`src/design/see_pkg.sv`:
```
package see_pkg;

    localparam int unsigned CHAR_W  = 8;
    localparam int unsigned MAX_EXP = 4;
    localparam int unsigned COUNT_W = 17;
    localparam int unsigned LEN_W   = 16;

    localparam logic CFG_HEX_MODE   = 1'b0;
    localparam logic CFG_MAX_LENGTH = 1'b1;

    typedef struct packed {
        logic [CHAR_W-1:0] byte_in;
        logic              end_of_string;
    } in_item_t;

    typedef struct packed {
        logic [CHAR_W-1:0] char_out;
        logic              last_char;
    } out_item_t;

    // one classified byte: up to four characters, index of the final one, string end
    typedef struct packed {
        logic [MAX_EXP-1:0][CHAR_W-1:0] chars;
        logic [1:0]                     last_idx;
        logic                           eos;
    } exp_item_t;

endpackage

```
`src/design/see_front.sv`:
```
module see_front (
    input  see_pkg::in_item_t  item,
    input  logic               hex_mode,
    output see_pkg::exp_item_t exp
);

    localparam logic [7:0] CH_BSLASH = 8'h5c;
    localparam logic [7:0] CH_X      = 8'h78;

    function automatic logic [7:0] hex_digit(input logic [3:0] nib);
        logic [7:0] d;
        if (nib < 4'd10) begin
            d = 8'h30 + {4'd0, nib};
        end else begin
            d = 8'h57 + {4'd0, nib};
        end
        return d;
    endfunction

    logic [7:0] b;
    logic [7:0] esc;
    logic       is_esc;

    assign b = item.byte_in;

    always_comb begin
        is_esc = 1'b1;
        unique case (b)
            8'h00:   esc = 8'h30;
            8'h07:   esc = 8'h61;
            8'h08:   esc = 8'h62;
            8'h09:   esc = 8'h74;
            8'h0a:   esc = 8'h6e;
            8'h0b:   esc = 8'h76;
            8'h0c:   esc = 8'h66;
            8'h0d:   esc = 8'h72;
            8'h1b:   esc = 8'h65;
            8'h22:   esc = 8'h22;
            8'h27:   esc = 8'h27;
            8'h5c:   esc = 8'h5c;
            default: begin
                esc    = b;
                is_esc = 1'b0;
            end
        endcase
    end

    always_comb begin
        exp.eos      = item.end_of_string;
        exp.chars[2] = hex_digit(b[7:4]);
        exp.chars[3] = hex_digit(b[3:0]);
        if (hex_mode && (b == 8'h00 || b[7])) begin
            exp.chars[0] = CH_BSLASH;
            exp.chars[1] = CH_X;
            exp.last_idx = 2'd3;
        end else if (is_esc) begin
            exp.chars[0] = CH_BSLASH;
            exp.chars[1] = esc;
            exp.last_idx = 2'd1;
        end else begin
            exp.chars[0] = b;
            exp.chars[1] = b;
            exp.last_idx = 2'd0;
        end
    end

endmodule

```
`src/design/see_fifo.sv`:
```
module see_fifo #(
    parameter int unsigned DEPTH = 4
) (
    input  logic               aclk,
    input  logic               aresetn,
    input  logic               wr_en,
    input  see_pkg::exp_item_t wr_data,
    output logic               full,
    input  logic               rd_en,
    output logic               rd_valid,
    output see_pkg::exp_item_t rd_data
);

    localparam int unsigned PTR_W = (DEPTH > 1) ? $clog2(DEPTH) : 1;
    localparam int unsigned CNT_W = $clog2(DEPTH + 1);
    localparam logic [PTR_W-1:0] LAST_PTR = PTR_W'(DEPTH - 1);
    localparam logic [CNT_W-1:0] FULL_CNT = CNT_W'(DEPTH);

    see_pkg::exp_item_t mem [DEPTH];

    logic [PTR_W-1:0] wr_ptr_reg;
    logic [PTR_W-1:0] rd_ptr_reg;
    logic [CNT_W-1:0] count_reg;
    logic             do_wr;
    logic             do_rd;

    assign full     = (count_reg == FULL_CNT);
    assign rd_valid = (count_reg != '0);
    assign rd_data  = mem[rd_ptr_reg];
    assign do_wr    = wr_en && !full;
    assign do_rd    = rd_en && rd_valid;

    always_ff @(posedge aclk) begin
        if (do_wr) begin
            mem[wr_ptr_reg] <= wr_data;
        end
    end

    always_ff @(posedge aclk) begin
        if (!aresetn) begin
            wr_ptr_reg <= '0;
            rd_ptr_reg <= '0;
            count_reg  <= '0;
        end else begin
            if (do_wr) begin
                wr_ptr_reg <= (wr_ptr_reg == LAST_PTR) ? '0 : wr_ptr_reg + 1'b1;
            end
            if (do_rd) begin
                rd_ptr_reg <= (rd_ptr_reg == LAST_PTR) ? '0 : rd_ptr_reg + 1'b1;
            end
            if (do_wr && !do_rd) begin
                count_reg <= count_reg + 1'b1;
            end else if (do_rd && !do_wr) begin
                count_reg <= count_reg - 1'b1;
            end
        end
    end

endmodule

```
`src/design/see_back.sv`:
```
module see_back (
    input  logic                         aclk,
    input  logic                         aresetn,
    input  logic [see_pkg::LEN_W-1:0]    max_length,
    input  logic                         q_valid,
    input  see_pkg::exp_item_t           q_item,
    output logic                         q_pop,
    output logic                         m_valid,
    input  logic                         m_ready,
    output see_pkg::out_item_t           m_data
);

    localparam logic [7:0] CH_DOT = 8'h2e;

    logic [see_pkg::COUNT_W-1:0] count_reg, count_next;
    logic                        trunc_reg, trunc_next;
    logic                        dots_reg, dots_next;
    logic [1:0]                  dot_cnt_reg, dot_cnt_next;
    logic [1:0]                  idx_reg, idx_next;
    logic                        m_valid_reg, m_valid_next;
    see_pkg::out_item_t          m_data_reg, m_data_next;

    logic load_ok;
    logic limit_hit;

    assign load_ok   = !m_valid_reg || m_ready;
    assign limit_hit = (max_length != '0) &&
                       (count_reg >= {1'b0, max_length});

    always_comb begin
        count_next   = count_reg;
        trunc_next   = trunc_reg;
        dots_next    = dots_reg;
        dot_cnt_next = dot_cnt_reg;
        idx_next     = idx_reg;
        m_valid_next = m_valid_reg && !m_ready;
        m_data_next  = m_data_reg;
        q_pop        = 1'b0;
        if (q_valid) begin
            if (trunc_reg) begin
                // rest of a truncated string is dropped
                q_pop = 1'b1;
                if (q_item.eos) begin
                    count_next = '0;
                    trunc_next = 1'b0;
                end
            end else if (load_ok) begin
                m_valid_next         = 1'b1;
                m_data_next.last_char = 1'b0;
                if (dots_reg) begin
                    m_data_next.char_out = CH_DOT;
                    if (dot_cnt_reg == 2'd2) begin
                        m_data_next.last_char = 1'b1;
                        dots_next    = 1'b0;
                        dot_cnt_next = '0;
                        idx_next     = '0;
                        q_pop        = 1'b1;
                        if (q_item.eos) begin
                            count_next = '0;
                        end else begin
                            trunc_next = 1'b1;
                        end
                    end else begin
                        dot_cnt_next = dot_cnt_reg + 2'd1;
                    end
                end else if (limit_hit) begin
                    m_data_next.char_out = CH_DOT;
                    dots_next    = 1'b1;
                    dot_cnt_next = 2'd1;
                end else begin
                    m_data_next.char_out = q_item.chars[idx_reg];
                    if (count_reg != '1) begin
                        count_next = count_reg + 1'b1;
                    end
                    if (idx_reg == q_item.last_idx) begin
                        m_data_next.last_char = q_item.eos;
                        idx_next = '0;
                        q_pop    = 1'b1;
                        if (q_item.eos) begin
                            count_next = '0;
                        end
                    end else begin
                        idx_next = idx_reg + 2'd1;
                    end
                end
            end
        end
    end

    always_ff @(posedge aclk) begin
        if (!aresetn) begin
            count_reg   <= '0;
            trunc_reg   <= 1'b0;
            dots_reg    <= 1'b0;
            dot_cnt_reg <= '0;
            idx_reg     <= '0;
            m_valid_reg <= 1'b0;
        end else begin
            count_reg   <= count_next;
            trunc_reg   <= trunc_next;
            dots_reg    <= dots_next;
            dot_cnt_reg <= dot_cnt_next;
            idx_reg     <= idx_next;
            m_valid_reg <= m_valid_next;
        end
    end

    always_ff @(posedge aclk) begin
        m_data_reg <= m_data_next;
    end

    assign m_valid = m_valid_reg;
    assign m_data  = m_data_reg;

endmodule

```
`src/design/string_escape_encoder_core.sv`:
```
// An accepted byte is written into the item queue; the back end registers its characters into m_data.
// Throughput: one character per cycle while m_ready is high; a byte causes 1 to 6
// characters (at most 4 escape characters, or 3 plus the 3-dot ellipsis), none when dropped.
// The front end accepts a byte per cycle while the item queue has room.
// Reset (aresetn low, synchronous) clears the queue, the length count, the
// truncation state and both configuration registers.
module string_escape_encoder_core #(
    parameter int unsigned QUEUE_DEPTH = 4
) (
    input  logic                        aclk,
    input  logic                        aresetn,
    input  logic                        cfg_wr_en,
    input  logic                        cfg_index,
    input  logic [see_pkg::LEN_W-1:0]   cfg_wdata,
    input  logic                        s_valid,
    output logic                        s_ready,
    input  see_pkg::in_item_t           s_data,
    output logic                        m_valid,
    input  logic                        m_ready,
    output see_pkg::out_item_t          m_data
);

    logic                      hex_mode_reg;
    logic [see_pkg::LEN_W-1:0] max_length_reg;
    see_pkg::exp_item_t        front_item;
    see_pkg::exp_item_t        q_item;
    logic                      q_full;
    logic                      q_valid;
    logic                      q_pop;

    always_ff @(posedge aclk) begin
        if (!aresetn) begin
            hex_mode_reg   <= 1'b0;
            max_length_reg <= '0;
        end else if (cfg_wr_en) begin
            unique case (cfg_index)
                see_pkg::CFG_HEX_MODE:   hex_mode_reg   <= cfg_wdata[0];
                see_pkg::CFG_MAX_LENGTH: max_length_reg <= cfg_wdata;
                default:                 hex_mode_reg   <= hex_mode_reg;
            endcase
        end
    end

    assign s_ready = !q_full;

    see_front u_front (
        .item     (s_data),
        .hex_mode (hex_mode_reg),
        .exp      (front_item)
    );

    see_fifo #(
        .DEPTH (QUEUE_DEPTH)
    ) u_fifo (
        .aclk     (aclk),
        .aresetn  (aresetn),
        .wr_en    (s_valid),
        .wr_data  (front_item),
        .full     (q_full),
        .rd_en    (q_pop),
        .rd_valid (q_valid),
        .rd_data  (q_item)
    );

    see_back u_back (
        .aclk       (aclk),
        .aresetn    (aresetn),
        .max_length (max_length_reg),
        .q_valid    (q_valid),
        .q_item     (q_item),
        .q_pop      (q_pop),
        .m_valid    (m_valid),
        .m_ready    (m_ready),
        .m_data     (m_data)
    );

endmodule
```
`config.mk`:
```
export PLATFORM = sky130hd
export DESIGN_NAME = string_escape_encoder_core
export DESIGN_NICKNAME = d
export VERILOG_FILES = /design/src/design/see_pkg.sv /design/src/design/see_front.sv /design/src/design/see_fifo.sv /design/src/design/see_back.sv /design/src/design/string_escape_encoder_core.sv
export SDC_FILE = /design/constraint.sdc
export NUM_CORES = 1
export LEC_CHECK = 0
export ABC_AREA = 1
export ABC_CLOCK_PERIOD_IN_PS = 5300
export BUFFER_PORTS_ARGS = -buffer_cell sky130_fd_sc_hd__buf_2
export CAP_MARGIN = 20
export CORE_ASPECT_RATIO = 1.2
export CORE_MARGIN = 2
export CORE_UTILIZATION = 55
export CTS_BUF_LIST = sky130_fd_sc_hd__clkbuf_16
export DETAILED_ROUTE_END_ITERATION = 8
export PLACE_DENSITY = 0.79
export SYNTH_ARGS = -nofsm -noshare
export SYNTH_HDL_FRONTEND = slang
export SYNTH_SLANG_ARGS = --single-unit
export TNS_END_PERCENT = 100
```
`constraint.sdc`:
```
create_clock -name aclk -period 5.3 [get_ports aclk]
set_input_delay 0.265 -clock aclk [delete_from_list [all_inputs] [get_ports aclk]]
set_output_delay 0.265 -clock aclk [all_outputs]
set_load 0.01 [all_outputs]
```
==> results.txt, run 1 <==
The worst setup path is launched from a register. The tool flagged a number of max-cap violations equal to 0. The logs give 0 for the number of slew-limit violations in the final report and 2140 ps for the post-place setup slack.

The critical path's largest stage delay came out at 740 ps. The flow ran to the end, and the final reports show no timing, DRC or antenna violations. Sequential standard cell area: 5240 µm².

Counting flops and latches in the post-synthesis netlist gives 191. For this run, the number of standard cells in the final layout without fillers is 1,216. Total overflow reported by the global router: 0. The routed layout has 6,921 vias. The number of endpoints with negative hold slack in the final report is 0. The number of buffers inserted during clock tree synthesis is 17.

The tools report the terminating pin of the worst hold path as u_fifo.mem[1][0]. Timing would allow up to 316 MHz. The finished layout cell area is 10,100 µm². For the global router's overall resource usage, the log shows 24.2%. The average instance in the mapped netlist occupies 9.48 µm². The number of warnings printed during yosys synthesis is 0, and the maximum clock path buffer count is 2.

For this design the ratio of total power to cell area is 501 nW/µm². The placed cell count is 1,179. The maximum level of the CTS H-tree is 4.

The number of antenna violations at the first check in global routing was 1; the post-layout utilization of the core was 62.5%. For the final antenna-violating net count, the log shows 0. The worst register-to-register path ends at u_fifo.count_reg[2].

For this design, the CTS-stage hold fixing added 0 buffers. Clock sink total: 191. The library cell used most frequently in the layout, excluding fill and tap cells, is nor2_1. Sequential elements use 58.2% of the synthesized area. Layout net count: 1,052. Setup violations remaining at the end of the flow were counted as 0.

The maximum fanout along the worst path was 66. Yosys mapped a number of flops with a built-in enable equal to 141. The clock period minus final worst setup slack was 3160 ps. In the final routed layout, each cell accounts on average for 16.8 µm.

The number of post-CTS setup repair buffers is 0. TritonCTS built the clock tree. The endpoint required time on the critical path came out at 5630 ps.

The slowest stage of the critical path belongs to the cell inv_2. Post-route clock period utilization: 59.7%. The routability-driven placement congestion ratio was 0.926; the post-synthesis cell type count was 40. Leaving out fill and tap cells, the most frequent cells in the layout are 147 x nor2_1, 141 x nand2_1, 141 x edfxtp_1, 109 x o21ai_0, 87 x inv_1. For the pin with the worst max-slew slack, the measured transition is 1110 ps. For the row count, the log shows 51. The total area inside the core boundary comes to 16,100 µm². Final worst-path setup slack: 2140 ps. The share of synthesized flip-flops with an asynchronous set or reset was 0%. The layout overhead on the synthesized area works out to 12.1%. The predominant post-synthesis flop cell is edfxtp_1. The tools report the leakage power figure as 0.00399 µW.

The signal on the critical path passes through inv_2 > nand2_1 > nand3_1 > nand2_1 > xor2_1 > nand2_1 > inv_2 > nand4_1 > nand2_1 > inv_1 > ha_1 > inv_1 > fa_1 > a21oi_1 > o21ai_0 > o21ai_0 > a21oi_1. The number of DRC markers in iteration 0 is 745. The critical path in this run is classified as reg -> reg. Once the floorplan was initialized, standard cells occupied 55.7% of the core. The largest net degree at the start of global routing was 67; the per-cell via count in the routed design was 5.69. Path class of the lowest-slack min-delay path: in -> reg. For the worst flop-to-flop path, the logic depth is 17. The number of gates resized after CTS was 0.

For the number of fill cells in the layout, the log shows 1,290. Critical path endpoint category: a register. Summing all multi-input logic gate instances after layout gives 3300 µm².

For the wire length of the first global-routing pass, the log shows 32,200 µm. The clock latency of the later-clocked register in the worst-skew pair is 440 ps. Summed over all layers, the routed wires come to 20,400 µm. Instance count of the mapped netlist: 949. CTS placed an instance of clkbuf_16 at the clock tree root. Clock-pin slew was measured on the worst setup and hold paths at 70 ps. Summed over all nets, the half-perimeter wirelength after detailed placement is 13,200 µm. VDD sags by at most 271 µV.

For the headroom to the max-slew limit, the log shows 26.1%. The register with the most flip-flops in the layout has 132 of them. The hold-critical path depth works out to 1. The die covers 17,400 µm².

The cell area that synthesis handed to floorplanning was 9000 µm². The worst min-delay path startpoint was s_data[0]. Across the routed clock network, the largest skew measured is 7.37 ps. The number of global-route vias before repair is 6,521.

Dominant cell type by count on the critical path: nand2_1. The die is 144 µm tall. The post-route netlist has 9.77% of its cells at a drive strength greater than 1.

Across all register-to-register paths, the minimum setup slack is 2140 ps. In this run the cell area measured after placement is 9390 µm². Setup repair after global routing left no endpoint under its margin. The first detailed-routing pass took 8 iterations.

After detailed routing, the number of remaining DRC violations is 0. The floorplan die width was 121 µm; the boundary pin count was 42. The total of buffers placed on input and output ports is 41. The logs give 3490 ps for the endpoint arrival time on the critical path and 0 ps for the total negative slack for setup checks.
worst max-delay path, delay by kind of cell, from the launching register on:
kind | cells | cell delay (ps)
fa+ha+maj | 2 | 530
compound gates | 4 | 450
flops | 1 | 320
buf+inv | 4 | 960
simple gates | 6 | 640
xor+xnor | 1 | 140
synth_stat cells, drive strengths merged (3+ instances only):
cell / instances / area share (%)
nand3: 46 / 2.6
edfxtp: 141 / 47
a21oi: 47 / 2.6
a221oi: 5 / 0.49
dfxtp: 50 / 11
nor4: 6 / 0.42
clkbuf: 26 / 1.1
o22ai: 32 / 2.2
a41oi: 3 / 0.29
nor3: 10 / 0.68
ha: 30 / 4.2
nand4: 11 / 0.76
nand2: 148 / 6.4
buf: 7 / 0.68
nor2: 152 / 6.4
xor2: 14 / 1.4
inv: 93 / 3.9
o21ai: 111 / 6.2
routing by layer:
layer  global-route usage, %  share of wire (%)  vias up
met5                       0                  0        -
met4                    10.2                2.5        0
met3                    4.69                5.9       36
met2                    43.8                 52      265
met1                    28.1                 39     3276
li1                        -                  -     3344
final cells by class:
class	count	share of cell area (%)
Sequential cell	191	51.9
Multi-Input combinational cell	637	32.7
Clock buffer	17	4.22
Inverter	95	3.54
Timing Repair Buffer	48	2.93
Tap cell	212	2.63
Clock inverter	15	2.00
Antenna cell	1	0.0248
power by group:
group / switching [µW] / internal [µW]
clock network: 528 / 825
registers: 121 / 1870
logic: 1190 / 515
total: 1840 / 3210
metrics by stage:
| step | hold WS (ps) | power [µW] |
|---|---|---|
| final | 42.0 | 5050 |
| after global routing | 30.7 | 5320 |
| after CTS | 28.8 | 5030 |
| after detailed placement | 477 | 3680 |
| after global placement | 471 | 3620 |
| after floorplan | 364 | 3210 |
kinds of logic after synthesis:
kind of cell             after synthesis  share of synthesized area (%)
AND/OR/NAND/NOR                      374                           17.4
multiplexers                           1                          0.111
buffers and inverters                128                           5.73
AO/OA/AOI/OAI                        207                           12.6
other                                  1                         0.0417
flip-flops                           191                           58.2
XOR/XNOR                              16                           1.56
adder cells (fa/ha/maj)               31                           4.40
worst max path at each step:
stage          depth (start not counted)                 from  slack, ps                   to
2_1_floorplan                          4  u_fifo.count_reg[0]       2720     u_fifo.mem[0][0]
6_report                              17             register       2140  u_fifo.count_reg[2]
4_1_cts                               17             register       2130  u_fifo.count_reg[2]
3_5_place_dp                          17             register       2140  u_fifo.count_reg[2]
3_3_place_gp                          17             register       2230  u_fifo.count_reg[2]
5_1_grt                               17             register       1860  u_fifo.count_reg[2]
No activity file was read; power rests on OpenSTA's default activity.
==> run 2, diff against run 1 <==
ABC_CLOCK_PERIOD_IN_PS = 2810   (was 5300)
PLACE_DENSITY = 0.81   (was 0.79)
clock period = 2.81 ns   (was 5.3 ns; I/O delays follow)
==> run 2 against run 1 <==
Combinational power up 100%. Routed wire length up 6.3%. First-iteration DRC count up 19%. Sequential share of layout area down 1.1 points. Critical path depth up 3. Sequential cell count unchanged. Hold slack worse by 19 ps. Register-to-register slack worse by 2000 ps. Maximum frequency up 17%. Largest power group unchanged. Highest routed layer unchanged.
==> results.txt, run 2 (synthesis results as in run 1) <==
The critical path's largest stage delay works out to 370 ps. The critical path's top delay family is adder cells. Counting stages on the worst path, the most repeated cell is nand2_1.

The count of buffering cells on the critical path with inverters included is 3, and the final antenna-violating net count is 0. The run gives 22.5 ps as the worst hold slack. The tools report the half-perimeter wire length after detailed placement as 13,900 µm.

Finished layout cell area: 10,300 µm². For this block, the initial DRC count from the detailed router was 889. The flip-flop count of the largest register, all copies and words added is 132.

Before CTS, the worst setup slack after placement is 51.9 ps. For this run the aggregate overflow at the end of global routing stands at 0. The logs give 0 for the number of endpoints with negative hold slack in the final report and 440 ps for the clock latency of the later-clocked register in the worst-skew pair. The commonest non-fill, non-tap cell in the layout is nor2_1. The run gives 0 as the final number of setup-violating endpoints. For this run, the top clock speed supported by timing is 370 MHz.

The run gives 0 as the number of antenna violations at the first check in global routing. The signal on the critical path passes through inv_1 > ha_1 > nand2_1 > nor2_2 > and2_4 > nand2_1 > nand2_1 > nor2_1 > nand2_1 > nand2_2 > nand4_1 > nand2_2 > inv_2 > ha_2 > inv_2 > fa_2 > a21oi_2 > o21ai_1 > o21ai_1 > a21oi_1. After the last flow step, the layout net total stands at 1,083. Dividing total power by cell area gives a power density of 926 nW/µm². The die height is 144 µm. The buffer cell driving the clock tree root was clkbuf_16. Setup slack closes at 104 ps. The worst-case clock skew came out at 9.73 ps.

The floorplan has 51 rows. For the wire length of the first global-routing pass, the log shows 33,700 µm. Clock-pin slew was measured on the worst setup and hold paths at 70 ps. Entering global routing, the biggest net connects 47 pins.

Endpoint required time on the critical path: 3140 ps. Number of slew-limit violations in the final report: 0. The boundary pin count was 42; the layout overhead on the synthesized area was 14.7%.

The kind of start point of the critical path was a register. The run gives 7,153 as the total via count in the routed design. The maximum fanout along the worst path is 3, and the wire length per cell after detailed routing is 17.4 µm.

The routability-driven placement congestion ratio is 0.924. The number of antenna diodes in the final layout is 0. After detailed placement, the total cell area comes to 9560 µm². The analysis attributes to cell leakage a power of 0.00410 µW. The post-route clock period utilization is 96.3%. The die covers 17,400 µm². The clock tree synthesis step divided the H-tree into 4 levels. Across the VDD grid, the largest voltage drop is 664 µV. Number of buffers inserted during clock tree synthesis: 17. The post-route netlist has 13.8% of its cells at a drive strength greater than 1.

Among all stages on the critical path, the largest delay is contributed by fa_2. At the worst endpoint, the arrival time is 3030 ps. The run finished with clean final reports.

By startpoint and endpoint, the worst setup path is classified as reg -> reg. After detailed routing, the number of remaining DRC violations is 0. The total of buffers placed on input and output ports was 41. The logs give 6,761 for the number of global-route vias before repair and 2 for the maximum clock path buffer count. The library cells used most frequently in the layout, excluding fill and tap cells, are 144 x nor2_1, 141 x edfxtp_1, 139 x nand2_1, 106 x o21ai_0, 84 x inv_1. Once the floorplan was initialized, standard cells occupied 55.7% of the core.

Global routing used 25.6% of the available tracks. In this run the worst hold path is classified as in -> reg. Placeable core region: 16,100 µm². The max-cap violation count came out at 0. TritonCTS built the clock tree. Measured along the x axis, the die boundary spans 121 µm. The aggregate routed wire length was 21,700 µm. STA classifies the critical path endpoint as a register. The clock net in this run drives a total of 191 sinks.

The first TritonRoute pass finished after 5 iterations. The per-cell via count in the routed design is 5.74, and the actual slew at the worst max-slew pin is 810 ps. Measured against its own limit, the worst slew margin works out to 45.9%. The clock period minus final worst setup slack came out at 2710 ps.
[run 2: changes by cell type in the layout (fill, tap and decap cells not counted), moves of 4 or more]
| cell | delta |
|---|---|
| dfxtp_2 | +9 |
| dlygate4sd3_1 | +10 |
| dfxtp_1 | -9 |
| buf_4 | +24 |
| ha_1 | -4 |
[run 2: worst min-delay path: stages]
cell and delay, ps:
buf_2 80, o21ai_0 90, a21oi_1 110
[run 2: layout make-up]
class | count | area [µm²]
well taps | 212 | 265
repair buffers | 79 | 515
clock buffers | 17 | 425
flip-flops and latches | 191 | 5250
inverters | 95 | 357
clock inverters | 15 | 148
fillers | 1218 | 5830
multi-input cells | 637 | 3360
[run 2: path summary, 6_finish.rpt]
kind / from / to / slack, ps / cells past startpoint
worst min register to register: max_length_reg[9] / max_length_reg[9] / 480 / 2
worst min-delay path: cfg_wdata[2] / max_length_reg[2] / 20 / 3
worst max-delay path: max_length_reg[15] / u_fifo.count_reg[2] / 100 / 20
worst max register to register: max_length_reg[15] / u_fifo.count_reg[2] / 100 / 20
[run 2: metrics by stage]
stage          util [%]  std cells  power [µW]  TNS (ps)
2_1_floorplan         -        956        6050         0
3_3_place_gp       59.2       1202        6990         0
3_5_place_dp       59.2       1202        7100         0
4_1_cts            63.4       1244        9470         0
5_1_grt            63.9       1246       10100      -178
6_report           63.9       1246        9560         0
[run 2: repair_timing]
| action | 4_1_cts | 5_1_grt |
|---|---|---|
| setup endpoints to repair | 0 | 2 |
| buffers inserted | 0 | 2 |
| resized for setup | 0 | 26 |
| hold buffers | 10 | 0 |
| endpoints found under the hold margin | 11 | 0 |
[run 2: power by group]
group	total [µW]	internal, µW	switching [µW]
clock	2330	1300	1030
combinational	3480	1100	2370
sequential	3750	3540	207
[run 2: metal layers]
metal  global-route usage, %  part of all wire, %
met5                       0                    0
met4                    13.3                  4.1
met3                    4.65                  6.5
met2                    45.4                   52
met1                    29.5                   37
==> run 3, diff against run 2 <==
BUFFER_PORTS_ARGS = default   (was -buffer_cell sky130_fd_sc_hd__buf_2)
DONT_BUFFER_PORTS = 1   (was default)
PLACE_DENSITY = 0.79   (was 0.81)
==> run 3 against run 2 <==
Core utilization grew 0.57 points. Final area grew 0.90%. Hold slack gained 3.6 ps. Final cell count shrank 1.8%. Maximum frequency grew 2.2%. Register-to-register slack gained 60 ps. Clock skew shrank 1.3 ps. First-iteration DRC count shrank 23%. Global-route usage grew 0.16 points. Setup slack gained 57 ps.
==> results.txt, run 3 (synthesis results as in run 1) <==
Broken down by cell family, the worst path's largest delay share belongs to adder cells. The logs give 0 for the number of endpoints with negative hold slack in the final report and 16,100 µm² for the placeable core region. The register with the most flip-flops in the layout has 132 of them.

The tools report the reg-to-reg startpoint as max_length_reg[14]. Static timing analysis puts the maximum clock frequency at 377 MHz. Row count: 51. The count of buffers added on input and output ports is 0. The maximum fanout along the worst path works out to 3. The die height is 144 µm. No sink is reached through more buffers than the 2 on the longest clock path. The total overflow left after global routing is 0.

Setup violations remaining at the end of the flow were counted as 0. After detailed routing, the number of remaining DRC violations is 0. Clock-pin slew was measured on the worst setup and hold paths at 70 ps. STA classifies the critical path endpoint as a register. For the number of slew-limit violations in the final report, the log shows 0. The tools report the die outline area as 17,400 µm². IR analysis of the VDD net gives a maximum drop of 462 µV. Critical path's largest stage delay: 450 ps.

The largest individual stage delay along the critical path comes from the cell fa_2. Once the floorplan was initialized, standard cells occupied 55.7% of the core. The worst hold path was traced through 2 stages.

In this run the most critical hold path is launched from s_data[3]. The flow ran to the end, and the final reports show no timing, DRC or antenna violations. In this run the register-to-register setup slack is 160 ps. Max-cap violation count: 0.

The leakage power figure is 0.00405 µW, and the headroom to the max-slew limit is 27.1%. Entering global routing, the biggest net connects 61 pins. The tools report the number of cells in the finished layout apart from fillers as 1,223.

Dividing the final minimum period by the clock period gives 94.3%. The end of the worst register-to-register path is u_fifo.count_reg[1]. In the final design database the tool counted 1,060 nets. Pin placement for this block handled 42 I/O pins. Walking the worst path, the cells encountered are inv_1 > ha_1 > nand2_1 > inv_1 > o21ai_0 > nand3_1 > nor2_1 > nand2_1 > nand2_1 > nand4_1 > nand2_2 > inv_2 > ha_2 > inv_2 > fa_2 > o21ai_1 > nor2_1. The number of buffers inserted during clock tree synthesis is 17.

The clock drives 191 sinks. The run gives 5 as the number of iterations in the first detailed-routing pass. Data arrives at the worst endpoint at 2970 ps. Compared with the post-synthesis result, the final layout area differs by 15.7%.

The number of antenna violations at the first check in global routing was 0. The maximum level of the CTS H-tree came out at 4. Together, buffers and inverters on the worst path number 4. Detailed routing inserted a total of 7,008 vias.

Across the routed clock network, the largest skew measured is 8.44 ps. In this run, the number of DRC markers left after iteration 0 of detailed routing was 685. After detailed routing, the average wire length per cell comes to 17.7 µm. The floorplan step set the die width to 121 µm.

At the placement stage, the worst setup path has a slack of 64.3 ps. Buffer cell driving the clock tree root: clkbuf_16. Leaving out fill and tap cells, the most frequent cells in the layout are 144 x nor2_1, 141 x edfxtp_1, 138 x nand2_1, 106 x o21ai_0, 82 x inv_1. In this run the power density over the cells is 933 nW/µm². Among the stages of the critical path, the cell type that occurs most often is nand2_1. Routability-driven placement finished with a final weighted congestion of 0.967. The global router's overall resource usage is 25.7%, and the clock period minus final worst setup slack is 2650 ps. The layout has 1,210 filler cells.

The endpoint required time on the critical path was 3130 ps; the count of cells along the worst register-to-register path was 17. 0 antenna diodes ended up in the layout. TritonCTS built the clock tree. For the wire length of the first global-routing pass, the log shows 34,100 µm.

Leaving out fill and tap cells, the most frequent cell in the layout is nor2_1. The number of global-route vias before repair is 6,795. Path class of the lowest-slack min-delay path: in -> reg.

The share of final-layout standard cells stronger than drive strength 1 came out at 11.1%. For the worst-skew pair, the clock arrives at the later sink with an insertion delay of 430 ps. The path with the worst hold slack has its endpoint at u_fifo.mem[0][5]. For the placed cell count, the log shows 1,162.

STA classifies the critical path startpoint as a register. The per-cell via count in the routed design was 5.73. The aggregate routed wire length came out at 21,600 µm. The critical path class is reg -> reg. Once detailed placement completed, the half-perimeter wirelength came to 13,900 µm.

The actual slew at the worst max-slew pin is 1090 ps, and the final worst-path setup slack is 161 ps. The count of nets left with antenna violations once routing finished came out at 0.
==> run 3: changes by cell type in the layout (fill, tap and decap cells not counted), sizes merged <==
cell,change
bufinv,+2
inv,+2
buf,-41
clkinvlp,-1
dlygate4sd3,+18
clkinv,-3
==> run 3: area by class of cell <==
type,instances,area (µm²),share of cell area (%)
repair buffers,56,490,4.71
inverters,95,357,3.43
clock buffers,17,425,4.09
flip-flops and latches,191,5250,50.4
clock inverters,15,209,2.01
well taps,212,265,2.55
multi-input cells,637,3420,32.8
==> run 3: worst max-delay path by stage <==
stage                              from             endpoint  cells past startpoint
floorplan           u_fifo.count_reg[0]     u_fifo.mem[0][0]                      4
global placement     max_length_reg[12]  u_fifo.count_reg[2]                     20
detailed placement   max_length_reg[12]  u_fifo.count_reg[2]                     20
CTS                  max_length_reg[12]  u_fifo.count_reg[2]                     20
global route          max_length_reg[8]  u_fifo.count_reg[2]                     21
finish               max_length_reg[14]  u_fifo.count_reg[1]                     17
==> run 3: where the power goes <==
group | internal, µW | switching, µW
Clock | 1510 | 1080
Combinational | 1060 | 2280
Sequential | 3540 | 250
Total | 6100 | 3610
==> run 3: worst reg2reg max path, cell delays in order (launching register included) <==
cell and delay, ps:
dfxtp_2 330, inv_1 50, ha_1 320, nand2_1 70, inv_1 30, o21ai_0 190, nand3_1 120, nor2_1 110
nand2_1 60, nand2_1 90, nand4_1 100, nand2_2 110, inv_2 40, ha_2 170, inv_2 100, fa_2 450
o21ai_1 130, nor2_1 50
==> run 3: timing repair <==
| item | in CTS | in global routing |
|---|---|---|
| gates resized for setup | 0 | 33 |
| hold buffers | 28 | 0 |
| setup buffers | 0 | 1 |
| setup endpoints to repair | 0 | 2 |
| endpoints found under the hold margin | 51 | 0 |
==> run 3: per-layer routing <==
| layer | track usage [%] | routed length (µm) |
|---|---|---|
| met1 | 29.2 | 8280 |
| met2 | 46.3 | 11200 |
| met3 | 5.80 | 1420 |
| met4 | 11.4 | 722 |
| met5 | 0 | 0 |
==> run 3: stage by stage <==
step                TNS [ps]  hold WS (ps)  instance area (µm²)  total power (µW)  utilization (%)
floorplan                  0           239                 9020              6050                -
global placement           0           241                 9360              6900             58.0
detailed placement         0           241                 9360              7000             58.0
CTS                        0          18.6                10300              9610             63.7
global route           -19.0          40.1                10400             10300             64.5
finish                     0          26.1                10400              9710             64.5
